File: config.mk
export PLATFORM = sky130hd
export DESIGN_NAME = mag_minmax_calibration_correction_core_flat
export DESIGN_NICKNAME = d
export VERILOG_FILES = /design/src/hw/rtl/mmcc_pkg.sv /design/src/hw/rtl/mmcc_if.sv /design/src/hw/rtl/mmcc_div.sv /design/src/hw/rtl/mmcc_datapath.sv /design/src/hw/rtl/mmcc_ctrl.sv /design/src/hw/rtl/mag_minmax_calibration_correction_core.sv /design/src/flat_wrapper.sv
export SDC_FILE = /design/constraint.sdc
export NUM_CORES = 2
export LEC_CHECK = 0
export BUFFER_PORTS_ARGS = -buffer_cell sky130_fd_sc_hd__buf_2
export CORE_MARGIN = 10
export CORE_UTILIZATION = 35
export DETAILED_ROUTE_END_ITERATION = 8
export SLEW_MARGIN = 20
export SYNTH_ARGS = -nofsm -noshare
export SYNTH_HDL_FRONTEND = slang
export SYNTH_SLANG_ARGS = --single-unit
File: constraint.sdc
create_clock -name clk -period 13.3 [get_ports clk]
set_input_delay 0.665 -clock clk [delete_from_list [all_inputs] [get_ports clk]]
set_output_delay 0.665 -clock clk [all_outputs]
set_load 0.01 [all_outputs]
File: src/hw/rtl/mmcc_pkg.sv
package mmcc_pkg;

    localparam logic [1:0] OP_SAMPLE = 2'd0;
    localparam logic [1:0] OP_START  = 2'd1;
    localparam logic [1:0] OP_STOP   = 2'd2;

    localparam int STATUS1_READY_BIT = 0;
    localparam int STATUS2_OVF_BIT   = 3;

    localparam int RAW_W   = 16;
    localparam int XR_W    = 17;
    localparam int HY_W    = 18;
    localparam int MAG_W   = 16;
    localparam int CNT_W   = 10;
    localparam int SCALE_W = 32;
    localparam int OUT_W   = 32;
    localparam int OFF_W   = 48;
    localparam int SUM_W   = OFF_W + 1;
    localparam int PROD_W  = SCALE_W + HY_W;

    localparam logic [CNT_W-1:0]        CAL_SAMPLES_RST = 10'd500;
    localparam logic signed [RAW_W-1:0] BOUND_HI        = 16'sh7FFF;
    localparam logic signed [RAW_W-1:0] BOUND_LO        = 16'sh8001;
    localparam logic signed [OUT_W-1:0] INT32_MAX       = 32'sh7FFF_FFFF;
    localparam logic signed [OUT_W-1:0] INT32_MIN       = 32'sh8000_0000;

    typedef struct packed {
        logic capture;
        logic clear_held;
        logic start_cal;
        logic mul_sample;
        logic add;
        logic correct;
        logic fin_start;
        logic scale_load;
        logic mul_fin;
        logic yoff_load;
        logic out_load;
    } cmd_t;

    typedef struct packed {
        logic [1:0] op;
        logic       data_ready;
        logic       overflow;
        logic       cal_active;
        logic       count_hit;
        logic       div_busy;
    } status_t;

endpackage

File: src/hw/rtl/mmcc_if.sv
interface mmcc_req_if;
    logic       valid;
    logic       ready;
    logic [1:0] op;
    logic [7:0] status_one;
    logic [7:0] x_low;
    logic [7:0] x_high;
    logic [7:0] y_low;
    logic [7:0] y_high;
    logic [7:0] z_low;
    logic [7:0] z_high;
    logic [7:0] status_two;

    modport source (
        output valid, op, status_one, x_low, x_high, y_low, y_high, z_low, z_high,
               status_two,
        input  ready
    );
    modport sink (
        input  valid, op, status_one, x_low, x_high, y_low, y_high, z_low, z_high,
               status_two,
        output ready
    );
endinterface

interface mmcc_rsp_if;
    logic               valid;
    logic               ready;
    logic signed [31:0] mag_x;
    logic signed [31:0] mag_y;
    logic signed [15:0] mag_z;
    logic               available;
    logic               calibrating;
    logic               cal_done;

    modport source (
        output valid, mag_x, mag_y, mag_z, available, calibrating, cal_done,
        input  ready
    );
    modport sink (
        input  valid, mag_x, mag_y, mag_z, available, calibrating, cal_done,
        output ready
    );
endinterface

File: src/hw/rtl/mmcc_div.sv
module mmcc_div #(
    parameter int NUM_W = 32,
    parameter int DEN_W = 16
) (
    input  logic             clk,
    input  logic             rst_n,
    input  logic             start,
    input  logic [NUM_W-1:0] num,
    input  logic [DEN_W-1:0] den,
    output logic             busy,
    output logic [NUM_W-1:0] quo
);

    localparam int CNT_W = $clog2(NUM_W + 1);

    logic [CNT_W-1:0] cnt_reg;
    logic             busy_reg;
    logic [NUM_W-1:0] quo_reg;
    logic [DEN_W-1:0] rem_reg;
    logic [DEN_W-1:0] den_reg;

    logic [DEN_W:0]   trial;
    logic             ge;
    logic [DEN_W-1:0] rem_next;

    always_comb
    begin
        trial    = {rem_reg, quo_reg[NUM_W-1]};
        ge       = (trial >= {1'b0, den_reg});
        rem_next = ge ? DEN_W'(trial - {1'b0, den_reg}) : trial[DEN_W-1:0];
    end

    always_ff @(posedge clk or negedge rst_n)
    begin
        if (!rst_n)
        begin
            busy_reg <= 1'b0;
            cnt_reg  <= '0;
        end
        else if (start)
        begin
            busy_reg <= 1'b1;
            cnt_reg  <= CNT_W'(NUM_W);
        end
        else if (busy_reg)
        begin
            cnt_reg <= cnt_reg - 1'b1;
            if (cnt_reg == CNT_W'(1))
            begin
                busy_reg <= 1'b0;
            end
        end
    end

    always_ff @(posedge clk)
    begin
        if (start)
        begin
            quo_reg <= num;
            rem_reg <= '0;
            den_reg <= den;
        end
        else if (busy_reg)
        begin
            quo_reg <= {quo_reg[NUM_W-2:0], ge};
            rem_reg <= rem_next;
        end
    end

    assign busy = busy_reg;
    assign quo  = quo_reg;

endmodule

File: src/hw/rtl/mmcc_datapath.sv
module mmcc_datapath #(
    parameter int FRAC_BITS = 16
) (
    input  logic                   clk,
    input  logic                   rst_n,
    input  logic                   cfg_we,
    input  logic [9:0]             cfg_wdata,
    input  logic [1:0]             op,
    input  logic [7:0]             status_one,
    input  logic [7:0]             x_low,
    input  logic [7:0]             x_high,
    input  logic [7:0]             y_low,
    input  logic [7:0]             y_high,
    input  logic [7:0]             z_low,
    input  logic [7:0]             z_high,
    input  logic [7:0]             status_two,
    input  mmcc_pkg::cmd_t         cmd,
    output mmcc_pkg::status_t      status,
    output logic signed [31:0]     mag_x,
    output logic signed [31:0]     mag_y,
    output logic signed [15:0]     mag_z,
    output logic                   available,
    output logic                   calibrating,
    output logic                   cal_done
);

    localparam int RAW_W   = mmcc_pkg::RAW_W;
    localparam int XR_W    = mmcc_pkg::XR_W;
    localparam int HY_W    = mmcc_pkg::HY_W;
    localparam int MAG_W   = mmcc_pkg::MAG_W;
    localparam int CNT_W   = mmcc_pkg::CNT_W;
    localparam int SCALE_W = mmcc_pkg::SCALE_W;
    localparam int OUT_W   = mmcc_pkg::OUT_W;
    localparam int OFF_W   = mmcc_pkg::OFF_W;
    localparam int SUM_W   = mmcc_pkg::SUM_W;
    localparam int PROD_W  = mmcc_pkg::PROD_W;
    localparam int QW      = MAG_W + FRAC_BITS;
    localparam int SQ_W    = (QW + 1 > OUT_W + 1) ? QW + 1 : OUT_W + 1;

    localparam logic signed [SCALE_W-1:0] SCALE_ONE = SCALE_W'(1 << FRAC_BITS);
    localparam logic signed [SUM_W-1:0]   ROUND_ADD = SUM_W'((64'd1 << FRAC_BITS) - 64'd1);
    localparam logic signed [SUM_W-1:0]   SAT_HI    = SUM_W'(mmcc_pkg::INT32_MAX);
    localparam logic signed [SUM_W-1:0]   SAT_LO    = SUM_W'(mmcc_pkg::INT32_MIN);
    localparam logic signed [SQ_W-1:0]    SQ_HI     = SQ_W'(mmcc_pkg::INT32_MAX);
    localparam logic signed [SQ_W-1:0]    SQ_LO     = SQ_W'(mmcc_pkg::INT32_MIN);

    // captured request
    logic [1:0]              op_reg;
    logic                    rdy_reg;
    logic                    ovf_reg;
    logic signed [RAW_W-1:0] rx_reg;
    logic signed [RAW_W-1:0] ry_reg;
    logic signed [RAW_W-1:0] rz_reg;

    // calibration state
    logic [CNT_W-1:0]          cal_samples_reg;
    logic signed [RAW_W-1:0]   x_max_reg;
    logic signed [RAW_W-1:0]   x_min_reg;
    logic signed [RAW_W-1:0]   y_max_reg;
    logic signed [RAW_W-1:0]   y_min_reg;
    logic signed [SCALE_W-1:0] y_scale_reg;
    logic signed [OFF_W-1:0]   x_offset_reg;
    logic signed [OFF_W-1:0]   y_offset_reg;
    logic signed [OUT_W-1:0]   held_x_reg;
    logic signed [OUT_W-1:0]   held_y_reg;
    logic signed [RAW_W-1:0]   held_z_reg;
    logic                      cal_active_reg;
    logic [CNT_W-1:0]          count_reg;
    logic                      avail_reg;
    logic                      done_reg;

    // arithmetic scratch
    logic signed [PROD_W-1:0] prod_reg;
    logic signed [SUM_W-1:0]  sum_x_reg;
    logic signed [SUM_W-1:0]  sum_y_reg;
    logic signed [HY_W-1:0]   hy_reg;
    logic                     neg_reg;
    logic                     yr_zero_reg;

    // result register
    logic signed [OUT_W-1:0] out_x_reg;
    logic signed [OUT_W-1:0] out_y_reg;
    logic signed [RAW_W-1:0] out_z_reg;
    logic                    out_avail_reg;
    logic                    out_cal_reg;
    logic                    out_done_reg;

    logic [CNT_W-1:0]          count_inc;
    logic signed [SUM_W-1:0]   rx_ext;
    logic signed [SUM_W-1:0]   sum_x_next;
    logic signed [SCALE_W-1:0] mul_a;
    logic signed [HY_W-1:0]    mul_b;
    logic signed [XR_W-1:0]    xr;
    logic signed [XR_W-1:0]    yr;
    logic [MAG_W-1:0]          xr_mag;
    logic [MAG_W-1:0]          yr_mag;
    logic [QW-1:0]             div_num;
    logic                      div_busy;
    logic [QW-1:0]             div_quo;
    logic signed [HY_W-1:0]    xs_neg;
    logic signed [HY_W-1:0]    ys_neg;
    logic signed [QW:0]        q_sgn;
    logic signed [SQ_W-1:0]    q_ext;
    logic signed [SCALE_W-1:0] scale_sat;
    logic signed [PROD_W-1:0]  p_adj;
    logic signed [PROD_W-1:0]  p_half;

    // divide by 2^FRAC_BITS toward zero, then clamp to int32
    function automatic logic signed [OUT_W-1:0] to_int(input logic signed [SUM_W-1:0] s);
        logic signed [SUM_W-1:0] t;
        logic signed [SUM_W-1:0] q;
        logic signed [OUT_W-1:0] r;
        if (s[SUM_W-1])
        begin
            t = s + ROUND_ADD;
        end
        else
        begin
            t = s;
        end
        q = t >>> FRAC_BITS;
        if (q > SAT_HI)
        begin
            r = mmcc_pkg::INT32_MAX;
        end
        else if (q < SAT_LO)
        begin
            r = mmcc_pkg::INT32_MIN;
        end
        else
        begin
            r = q[OUT_W-1:0];
        end
        return r;
    endfunction

    always_comb
    begin
        count_inc  = count_reg + 1'b1;
        rx_ext     = SUM_W'(rx_reg);
        sum_x_next = (rx_ext <<< FRAC_BITS) + SUM_W'(x_offset_reg);
        mul_a      = y_scale_reg;
        mul_b      = cmd.mul_fin ? hy_reg : HY_W'(ry_reg);

        xr     = XR_W'(x_max_reg) - XR_W'(x_min_reg);
        yr     = XR_W'(y_max_reg) - XR_W'(y_min_reg);
        xr_mag = xr[XR_W-1] ? MAG_W'(-xr) : MAG_W'(xr);
        yr_mag = yr[XR_W-1] ? MAG_W'(-yr) : MAG_W'(yr);
        div_num = QW'(xr_mag) << FRAC_BITS;
        xs_neg = -(HY_W'(x_max_reg) + HY_W'(x_min_reg));
        ys_neg = -(HY_W'(y_max_reg) + HY_W'(y_min_reg));

        q_sgn = neg_reg ? -$signed({1'b0, div_quo}) : $signed({1'b0, div_quo});
        q_ext = SQ_W'(q_sgn);
        if (q_ext > SQ_HI)
        begin
            scale_sat = mmcc_pkg::INT32_MAX;
        end
        else if (q_ext < SQ_LO)
        begin
            scale_sat = mmcc_pkg::INT32_MIN;
        end
        else
        begin
            scale_sat = q_ext[SCALE_W-1:0];
        end

        if (prod_reg[PROD_W-1])
        begin
            p_adj = prod_reg + PROD_W'(1);
        end
        else
        begin
            p_adj = prod_reg;
        end
        p_half = p_adj >>> 1;
    end

    mmcc_div #(
        .NUM_W (QW),
        .DEN_W (MAG_W)
    ) u_div (
        .clk   (clk),
        .rst_n (rst_n),
        .start (cmd.fin_start),
        .num   (div_num),
        .den   (yr_mag),
        .busy  (div_busy),
        .quo   (div_quo)
    );

    always_ff @(posedge clk or negedge rst_n)
    begin
        if (!rst_n)
        begin
            cal_samples_reg <= mmcc_pkg::CAL_SAMPLES_RST;
            x_max_reg       <= mmcc_pkg::BOUND_LO;
            x_min_reg       <= mmcc_pkg::BOUND_HI;
            y_max_reg       <= mmcc_pkg::BOUND_LO;
            y_min_reg       <= mmcc_pkg::BOUND_HI;
            y_scale_reg     <= SCALE_ONE;
            x_offset_reg    <= '0;
            y_offset_reg    <= '0;
            held_x_reg      <= '0;
            held_y_reg      <= '0;
            held_z_reg      <= '0;
            cal_active_reg  <= 1'b0;
            count_reg       <= '0;
            avail_reg       <= 1'b0;
            done_reg        <= 1'b0;
        end
        else
        begin
            if (cfg_we)
            begin
                cal_samples_reg <= cfg_wdata;
            end
            if (cmd.capture)
            begin
                avail_reg <= 1'b0;
                done_reg  <= 1'b0;
            end
            if (cmd.clear_held)
            begin
                held_x_reg <= '0;
                held_y_reg <= '0;
                held_z_reg <= '0;
            end
            if (cmd.start_cal)
            begin
                x_max_reg      <= mmcc_pkg::BOUND_LO;
                x_min_reg      <= mmcc_pkg::BOUND_HI;
                y_max_reg      <= mmcc_pkg::BOUND_LO;
                y_min_reg      <= mmcc_pkg::BOUND_HI;
                y_scale_reg    <= SCALE_ONE;
                x_offset_reg   <= '0;
                y_offset_reg   <= '0;
                count_reg      <= '0;
                cal_active_reg <= 1'b1;
            end
            if (cmd.correct)
            begin
                held_x_reg <= to_int(sum_x_reg);
                held_y_reg <= to_int(sum_y_reg);
                held_z_reg <= rz_reg;
                avail_reg  <= 1'b1;
                // coefficients are identity while gathering, so raw equals held
                if (cal_active_reg)
                begin
                    if (rx_reg > x_max_reg)
                    begin
                        x_max_reg <= rx_reg;
                    end
                    if (rx_reg < x_min_reg)
                    begin
                        x_min_reg <= rx_reg;
                    end
                    if (ry_reg > y_max_reg)
                    begin
                        y_max_reg <= ry_reg;
                    end
                    if (ry_reg < y_min_reg)
                    begin
                        y_min_reg <= ry_reg;
                    end
                    count_reg <= count_inc;
                end
            end
            if (cmd.fin_start)
            begin
                x_offset_reg <= OFF_W'(xs_neg) <<< (FRAC_BITS - 1);
            end
            if (cmd.scale_load)
            begin
                y_scale_reg <= yr_zero_reg ? mmcc_pkg::INT32_MAX : scale_sat;
            end
            if (cmd.yoff_load)
            begin
                y_offset_reg   <= p_half[OFF_W-1:0];
                cal_active_reg <= 1'b0;
                done_reg       <= 1'b1;
            end
        end
    end

    always_ff @(posedge clk)
    begin
        if (cmd.capture)
        begin
            op_reg  <= op;
            rdy_reg <= status_one[mmcc_pkg::STATUS1_READY_BIT];
            ovf_reg <= status_two[mmcc_pkg::STATUS2_OVF_BIT];
            rx_reg  <= {x_high, x_low};
            ry_reg  <= {y_high, y_low};
            rz_reg  <= {z_high, z_low};
        end
        if (cmd.mul_sample || cmd.mul_fin)
        begin
            prod_reg <= mul_a * mul_b;
        end
        if (cmd.mul_sample)
        begin
            sum_x_reg <= sum_x_next;
        end
        if (cmd.add)
        begin
            sum_y_reg <= SUM_W'(prod_reg) + SUM_W'(y_offset_reg);
        end
        if (cmd.fin_start)
        begin
            hy_reg      <= ys_neg;
            neg_reg     <= xr[XR_W-1] ^ yr[XR_W-1];
            yr_zero_reg <= (yr == '0);
        end
        if (cmd.out_load)
        begin
            out_x_reg     <= held_x_reg;
            out_y_reg     <= held_y_reg;
            out_z_reg     <= held_z_reg;
            out_avail_reg <= avail_reg;
            out_cal_reg   <= cal_active_reg;
            out_done_reg  <= done_reg;
        end
    end

    always_comb
    begin
        status.op         = op_reg;
        status.data_ready = rdy_reg;
        status.overflow   = ovf_reg;
        status.cal_active = cal_active_reg;
        status.count_hit  = cal_active_reg && (count_inc >= cal_samples_reg);
        status.div_busy   = div_busy;
    end

    assign mag_x       = out_x_reg;
    assign mag_y       = out_y_reg;
    assign mag_z       = out_z_reg;
    assign available   = out_avail_reg;
    assign calibrating = out_cal_reg;
    assign cal_done    = out_done_reg;

endmodule

File: src/hw/rtl/mmcc_ctrl.sv
module mmcc_ctrl (
    input  logic              clk,
    input  logic              rst_n,
    input  logic              req_valid,
    output logic              req_ready,
    output logic              rsp_valid,
    input  logic              rsp_ready,
    output mmcc_pkg::cmd_t    cmd,
    input  mmcc_pkg::status_t status
);

    localparam logic [3:0] S_IDLE   = 4'd0;
    localparam logic [3:0] S_DECODE = 4'd1;
    localparam logic [3:0] S_MUL    = 4'd2;
    localparam logic [3:0] S_ADD    = 4'd3;
    localparam logic [3:0] S_CORR   = 4'd4;
    localparam logic [3:0] S_FIN    = 4'd5;
    localparam logic [3:0] S_DIV    = 4'd6;
    localparam logic [3:0] S_SCALE  = 4'd7;
    localparam logic [3:0] S_YMUL   = 4'd8;
    localparam logic [3:0] S_YOFF   = 4'd9;
    localparam logic [3:0] S_OUT    = 4'd10;

    logic [3:0] state_reg;
    logic [3:0] state_next;
    logic       rsp_valid_reg;
    logic       rsp_valid_next;

    always_comb
    begin
        cmd        = '0;
        state_next = state_reg;
        unique case (state_reg)
            S_IDLE:
            begin
                if (req_valid)
                begin
                    cmd.capture = 1'b1;
                    state_next  = S_DECODE;
                end
            end
            S_DECODE:
            begin
                unique case (status.op)
                    mmcc_pkg::OP_SAMPLE:
                    begin
                        if (!status.data_ready)
                        begin
                            state_next = S_OUT;
                        end
                        else if (status.overflow)
                        begin
                            cmd.clear_held = 1'b1;
                            state_next     = S_OUT;
                        end
                        else
                        begin
                            state_next = S_MUL;
                        end
                    end
                    mmcc_pkg::OP_START:
                    begin
                        cmd.start_cal = 1'b1;
                        state_next    = S_OUT;
                    end
                    mmcc_pkg::OP_STOP:
                    begin
                        state_next = status.cal_active ? S_FIN : S_OUT;
                    end
                    default:
                    begin
                        state_next = S_OUT;
                    end
                endcase
            end
            S_MUL:
            begin
                cmd.mul_sample = 1'b1;
                state_next     = S_ADD;
            end
            S_ADD:
            begin
                cmd.add    = 1'b1;
                state_next = S_CORR;
            end
            S_CORR:
            begin
                cmd.correct = 1'b1;
                state_next  = status.count_hit ? S_FIN : S_OUT;
            end
            S_FIN:
            begin
                cmd.fin_start = 1'b1;
                state_next    = S_DIV;
            end
            S_DIV:
            begin
                if (!status.div_busy)
                begin
                    state_next = S_SCALE;
                end
            end
            S_SCALE:
            begin
                cmd.scale_load = 1'b1;
                state_next     = S_YMUL;
            end
            S_YMUL:
            begin
                cmd.mul_fin = 1'b1;
                state_next  = S_YOFF;
            end
            S_YOFF:
            begin
                cmd.yoff_load = 1'b1;
                state_next    = S_OUT;
            end
            S_OUT:
            begin
                if (!rsp_valid_reg || rsp_ready)
                begin
                    cmd.out_load = 1'b1;
                    state_next   = S_IDLE;
                end
            end
            default:
            begin
                state_next = S_IDLE;
            end
        endcase
    end

    always_comb
    begin
        if (cmd.out_load)
        begin
            rsp_valid_next = 1'b1;
        end
        else if (rsp_ready)
        begin
            rsp_valid_next = 1'b0;
        end
        else
        begin
            rsp_valid_next = rsp_valid_reg;
        end
    end

    always_ff @(posedge clk or negedge rst_n)
    begin
        if (!rst_n)
        begin
            state_reg     <= S_IDLE;
            rsp_valid_reg <= 1'b0;
        end
        else
        begin
            state_reg     <= state_next;
            rsp_valid_reg <= rsp_valid_next;
        end
    end

    assign req_ready = (state_reg == S_IDLE);
    assign rsp_valid = rsp_valid_reg;

endmodule

File: src/hw/rtl/mag_minmax_calibration_correction_core.sv
// Each request is captured in IDLE and decoded. A corrected sample passes MUL, ADD and CORR
// to OUT; a command or a sample that is not ready or overflowed goes straight to OUT; a stop
// that finishes (from DECODE) and the sample that completes the gathering (from CORR) pass
// FIN, DIV, SCALE, YMUL and YOFF. One request in flight: the next is accepted only after OUT
// loads the result. DIV waits on the radix-2 scale divider, one quotient bit per cycle.
// Reset (rst_n low, async): identity, bounds +/-32767, held values zero, cal_samples 500.
module mag_minmax_calibration_correction_core #(
    parameter int FRAC_BITS = 16
) (
    input  logic        clk,
    input  logic        rst_n,
    input  logic        cfg_we,
    input  logic [9:0]  cfg_wdata,
    mmcc_req_if.sink    req,
    mmcc_rsp_if.source  rsp
);

    mmcc_pkg::cmd_t    cmd;
    mmcc_pkg::status_t status;
    logic              req_ready;
    logic              rsp_valid;

    mmcc_ctrl u_ctrl (
        .clk       (clk),
        .rst_n     (rst_n),
        .req_valid (req.valid),
        .req_ready (req_ready),
        .rsp_valid (rsp_valid),
        .rsp_ready (rsp.ready),
        .cmd       (cmd),
        .status    (status)
    );

    mmcc_datapath #(
        .FRAC_BITS (FRAC_BITS)
    ) u_datapath (
        .clk         (clk),
        .rst_n       (rst_n),
        .cfg_we      (cfg_we),
        .cfg_wdata   (cfg_wdata),
        .op          (req.op),
        .status_one  (req.status_one),
        .x_low       (req.x_low),
        .x_high      (req.x_high),
        .y_low       (req.y_low),
        .y_high      (req.y_high),
        .z_low       (req.z_low),
        .z_high      (req.z_high),
        .status_two  (req.status_two),
        .cmd         (cmd),
        .status      (status),
        .mag_x       (rsp.mag_x),
        .mag_y       (rsp.mag_y),
        .mag_z       (rsp.mag_z),
        .available   (rsp.available),
        .calibrating (rsp.calibrating),
        .cal_done    (rsp.cal_done)
    );

    assign req.ready = req_ready;
    assign rsp.valid = rsp_valid;

endmodule

File: src/flat_wrapper.sv
// flat-port wrapper written by rule: the top's interface ports become plain ports
module mag_minmax_calibration_correction_core_flat 
#(
    parameter int FRAC_BITS = 16
)
  (clk, rst_n, cfg_we, cfg_wdata, req_valid, req_op, req_status_one, req_x_low, req_x_high, req_y_low, req_y_high, req_z_low, req_z_high, req_status_two, req_ready, rsp_valid, rsp_mag_x, rsp_mag_y, rsp_mag_z, rsp_available, rsp_calibrating, rsp_cal_done, rsp_ready);
  mmcc_req_if req_i ();
  mmcc_rsp_if rsp_i ();
  input  logic clk;
  input  logic rst_n;
  input  logic cfg_we;
  input  logic [9:0] cfg_wdata;
  input wire logic [$bits(req_i.valid)-1:0] req_valid;
  input wire logic [$bits(req_i.op)-1:0] req_op;
  input wire logic [$bits(req_i.status_one)-1:0] req_status_one;
  input wire logic [$bits(req_i.x_low)-1:0] req_x_low;
  input wire logic [$bits(req_i.x_high)-1:0] req_x_high;
  input wire logic [$bits(req_i.y_low)-1:0] req_y_low;
  input wire logic [$bits(req_i.y_high)-1:0] req_y_high;
  input wire logic [$bits(req_i.z_low)-1:0] req_z_low;
  input wire logic [$bits(req_i.z_high)-1:0] req_z_high;
  input wire logic [$bits(req_i.status_two)-1:0] req_status_two;
  output wire logic [$bits(req_i.ready)-1:0] req_ready;
  output wire logic [$bits(rsp_i.valid)-1:0] rsp_valid;
  output wire logic [$bits(rsp_i.mag_x)-1:0] rsp_mag_x;
  output wire logic [$bits(rsp_i.mag_y)-1:0] rsp_mag_y;
  output wire logic [$bits(rsp_i.mag_z)-1:0] rsp_mag_z;
  output wire logic [$bits(rsp_i.available)-1:0] rsp_available;
  output wire logic [$bits(rsp_i.calibrating)-1:0] rsp_calibrating;
  output wire logic [$bits(rsp_i.cal_done)-1:0] rsp_cal_done;
  input wire logic [$bits(rsp_i.ready)-1:0] rsp_ready;
  assign req_i.valid = req_valid;
  assign req_i.op = req_op;
  assign req_i.status_one = req_status_one;
  assign req_i.x_low = req_x_low;
  assign req_i.x_high = req_x_high;
  assign req_i.y_low = req_y_low;
  assign req_i.y_high = req_y_high;
  assign req_i.z_low = req_z_low;
  assign req_i.z_high = req_z_high;
  assign req_i.status_two = req_status_two;
  assign req_ready = req_i.ready;
  assign rsp_valid = rsp_i.valid;
  assign rsp_mag_x = rsp_i.mag_x;
  assign rsp_mag_y = rsp_i.mag_y;
  assign rsp_mag_z = rsp_i.mag_z;
  assign rsp_available = rsp_i.available;
  assign rsp_calibrating = rsp_i.calibrating;
  assign rsp_cal_done = rsp_i.cal_done;
  assign rsp_i.ready = rsp_ready;
  mag_minmax_calibration_correction_core #(.FRAC_BITS(FRAC_BITS)) u_core (.clk(clk), .rst_n(rst_n), .cfg_we(cfg_we), .cfg_wdata(cfg_wdata), .req(req_i), .rsp(rsp_i));
endmodule
==> results.json <==
{
  "synth-simple-area-share_pct": 14.19,
  "final_antenna_net_count": 0,
  "n_antenna_cell": 0,
  "grt_pass1_wl_mm": 218.5,
  "syn2layout_area_growth_pct": 10.41,
  "synth_ff_type": "edfxtp_1",
  "critPathMaxStageDelay_ns": 0.66,
  "vias_per_cell": 4.970,
  "crit_path_top_delay_cell": "nor4bb_1",
  "cpLargestDelayFamily": "adder cells",
  "start_util_pct": 35.29,
  "hold_violations": 0,
  "die_h_microns": 414.8,
  "synthMuxAreaShare_pct": 1.718,
  "grt-busiest-layer": "met2",
  "slew_headroom_pct": 28.27,
  "holdWs_ns": 0.1540,
  "max_freq_mhz": 107.8,
  "cts_tree": "yes",
  "ctsResizeCount": 0,
  "use_met2_pct": 25.14,
  "outcome": "finished, final reports clean",
  "maxCapViolCount": 0,
  "fin_area_sq_um": 60240,
  "synthAdderAreaFrac_pct": 29.60,
  "final_common_cell": "inv_1",
  "largest_reg_flops": 50,
  "drt_wl_total_mm": 130.6,
  "root_buffer": "clkbuf_16",
  "gp_congestion": 0.8611,
  "ys_seq_elements": 628,
  "endpoint_kind": "register",
  "nNetsFinal": 6685,
  "setup_viol": 0,
  "synth_nets": 6638,
  "num_io_pins": 166,
  "post_dp_cell_area_sq_um": 57550,
  "grt_use_met3_pct": 2.352,
  "ys_warn_count": 0,
  "crit_buf_inv": 4,
  "first_global_vias": 40592,
  "synth_cell_types": 81,
  "fill_cells": 15295,
  "synth_edf_count": 319,
  "rows": 144,
  "insertion_delay_ns": 0.69,
  "fin_setup_tns_ns": 0,
  "synth_compound_area_share_pct": 9.875,
  "netlist_area_sq_um": 54560,
  "skew_ns": 0.04537,
  "numClockSinks": 628,
  "grt_setup_unrepaired": "no",
  "drtIter0Drc": 2147,
  "period_needed_ns": 9.278,
  "finalCritPeriodShare_pct": 69.76,
  "clk_pin_slew_ns": 0.06,
  "grt_max_degree": 154,
  "syn_inst": 5617,
  "antenna_found_initial": 2,
  "min_path_type": "primary input to register",
  "first_pass_iters": 5,
  "syn_avg_cell_area_sq_um": 9.714,
  "fin_util_pct": 38.97,
  "io_buffer_count": 151,
  "ys_async_sr_fraction_pct": 44.11,
  "routedWlPerCell_microns": 16.81,
  "yosysSeqAreaShare_pct": 31.53,
  "synth_xor_area_share_pct": 5.394,
  "worstMarginPinSlew_ns": 1.076,
  "clockBufferDepth": 3,
  "drc": 0,
  "crit_fanout": 36,
  "core-area_sq_um": 154600,
  "arrival_ns": 9.67,
  "crit_required_ns": 13.69,
  "track_usage_pct": 15.28,
  "dp_hpwl_mm": 98.64,
  "final_cell_mix": "inv_1 (868), nand2_1 (591), fa_1 (562), ha_1 (378), edfxtp_1 (319)",
  "layout-drive-gt1-share_pct": 7.682,
  "die_w_microns": 414.8,
  "cts.htree.levels": 3,
  "path_class": "register to register",
  "crit_path_frequent_cell": "fa_1",
  "overflow": 0,
  "synth_top_family_by_area": "adder cells",
  "cts_buffers": 76,
  "start_kind": "register",
  "die_area_sq_um": 172100,
  "slew_viol_final": 0,
  "vias": 38627,
  "use_met1_pct": 20.67
}
per-layer routing:
layer  up-vias  part of all wire, %
li1      18449                    -
met1     19137                   46
met2       844                   46
met3       197                  4.9
met4         0                  2.7
met5         -                    0
cell type report:
class	instances	area, sq um	area share (%)
Multi-Input combinational cell	3879	33320	55.32
Sequential cell	628	17200	28.56
Inverter	870	3266	5.421
Tap cell	2044	2557	4.246
Clock buffer	100	2153	3.575
Timing Repair Buffer	209	1216	2.019
Clock inverter	42	518.0	0.8599
kinds of logic after synthesis:
| kind of cell | Yosys count |
|---|---|
| AOI/OAI and AO/OA | 872 |
| xor gates and xnor gates | 336 |
| DFF | 628 |
| muxes | 93 |
| buffers and inverters | 1110 |
| adders and majority gates | 957 |
| and+or+nand+nor | 1621 |
worst paths after layout:
check | from | to | slack (ns) | depth (start not counted)
min reg2reg | u_core.u_datapath.held_y_reg[15]$_DFFE_PN0P_ | u_core.u_datapath.mag_y[15]$_DFFE_PP_ | 0.44 | 0
max reg2reg | u_core.u_ctrl.state_reg[3]$_DFFE_PN0P_ | u_core.u_datapath.prod_reg[49]$_DFFE_PP_ | 4.02 | 26
min in group asynchronous | rst_n | u_core.u_datapath.x_max_reg[1]$_DFF_PN0_ | 0.56 | 2
max | u_core.u_ctrl.state_reg[3]$_DFFE_PN0P_ | u_core.u_datapath.prod_reg[49]$_DFFE_PP_ | 4.02 | 26
max in group asynchronous | rst_n | u_core.u_datapath.y_offset_reg[44]$_DFFE_PN0P_ | 10.54 | 4
min | req_y_high[6] | u_core.u_datapath.ry_reg[14]$_DFFE_PP_ | 0.15 | 1
Yosys cell counts (196+ instances only):
master	n	area share [%]
inv_1	869	6.0
nand2_1	593	4.1
fa_1	562	21
ha_1	378	8.7
edfxtp_1	319	18
o21ai_0	312	2.9
nor2_1	282	1.9
dfrtp_1	236	11
and2_1	228	2.6
xnor2_1	206	3.3
a21oi_1	204	1.9
clkbuf_1	196	1.3
through the flow:
step | instances | setup WS, ns
3_5_place_dp | 7629 | 4.019
4_1_cts | 7772 | 3.981
5_1_grt | 7772 | 3.468
3_3_place_gp | 7629 | 4.052
2_1_floorplan | 5617 | 5.238
6_report | 7772 | 4.022
repair_timing:
item	CTS	global route
buffers inserted	0	0
hold buffers	1	0
endpoints found under the hold margin	23	0
Power is not shown: default switching activity piles up to over one toggle a cycle in this logic, so the estimate is an artifact.
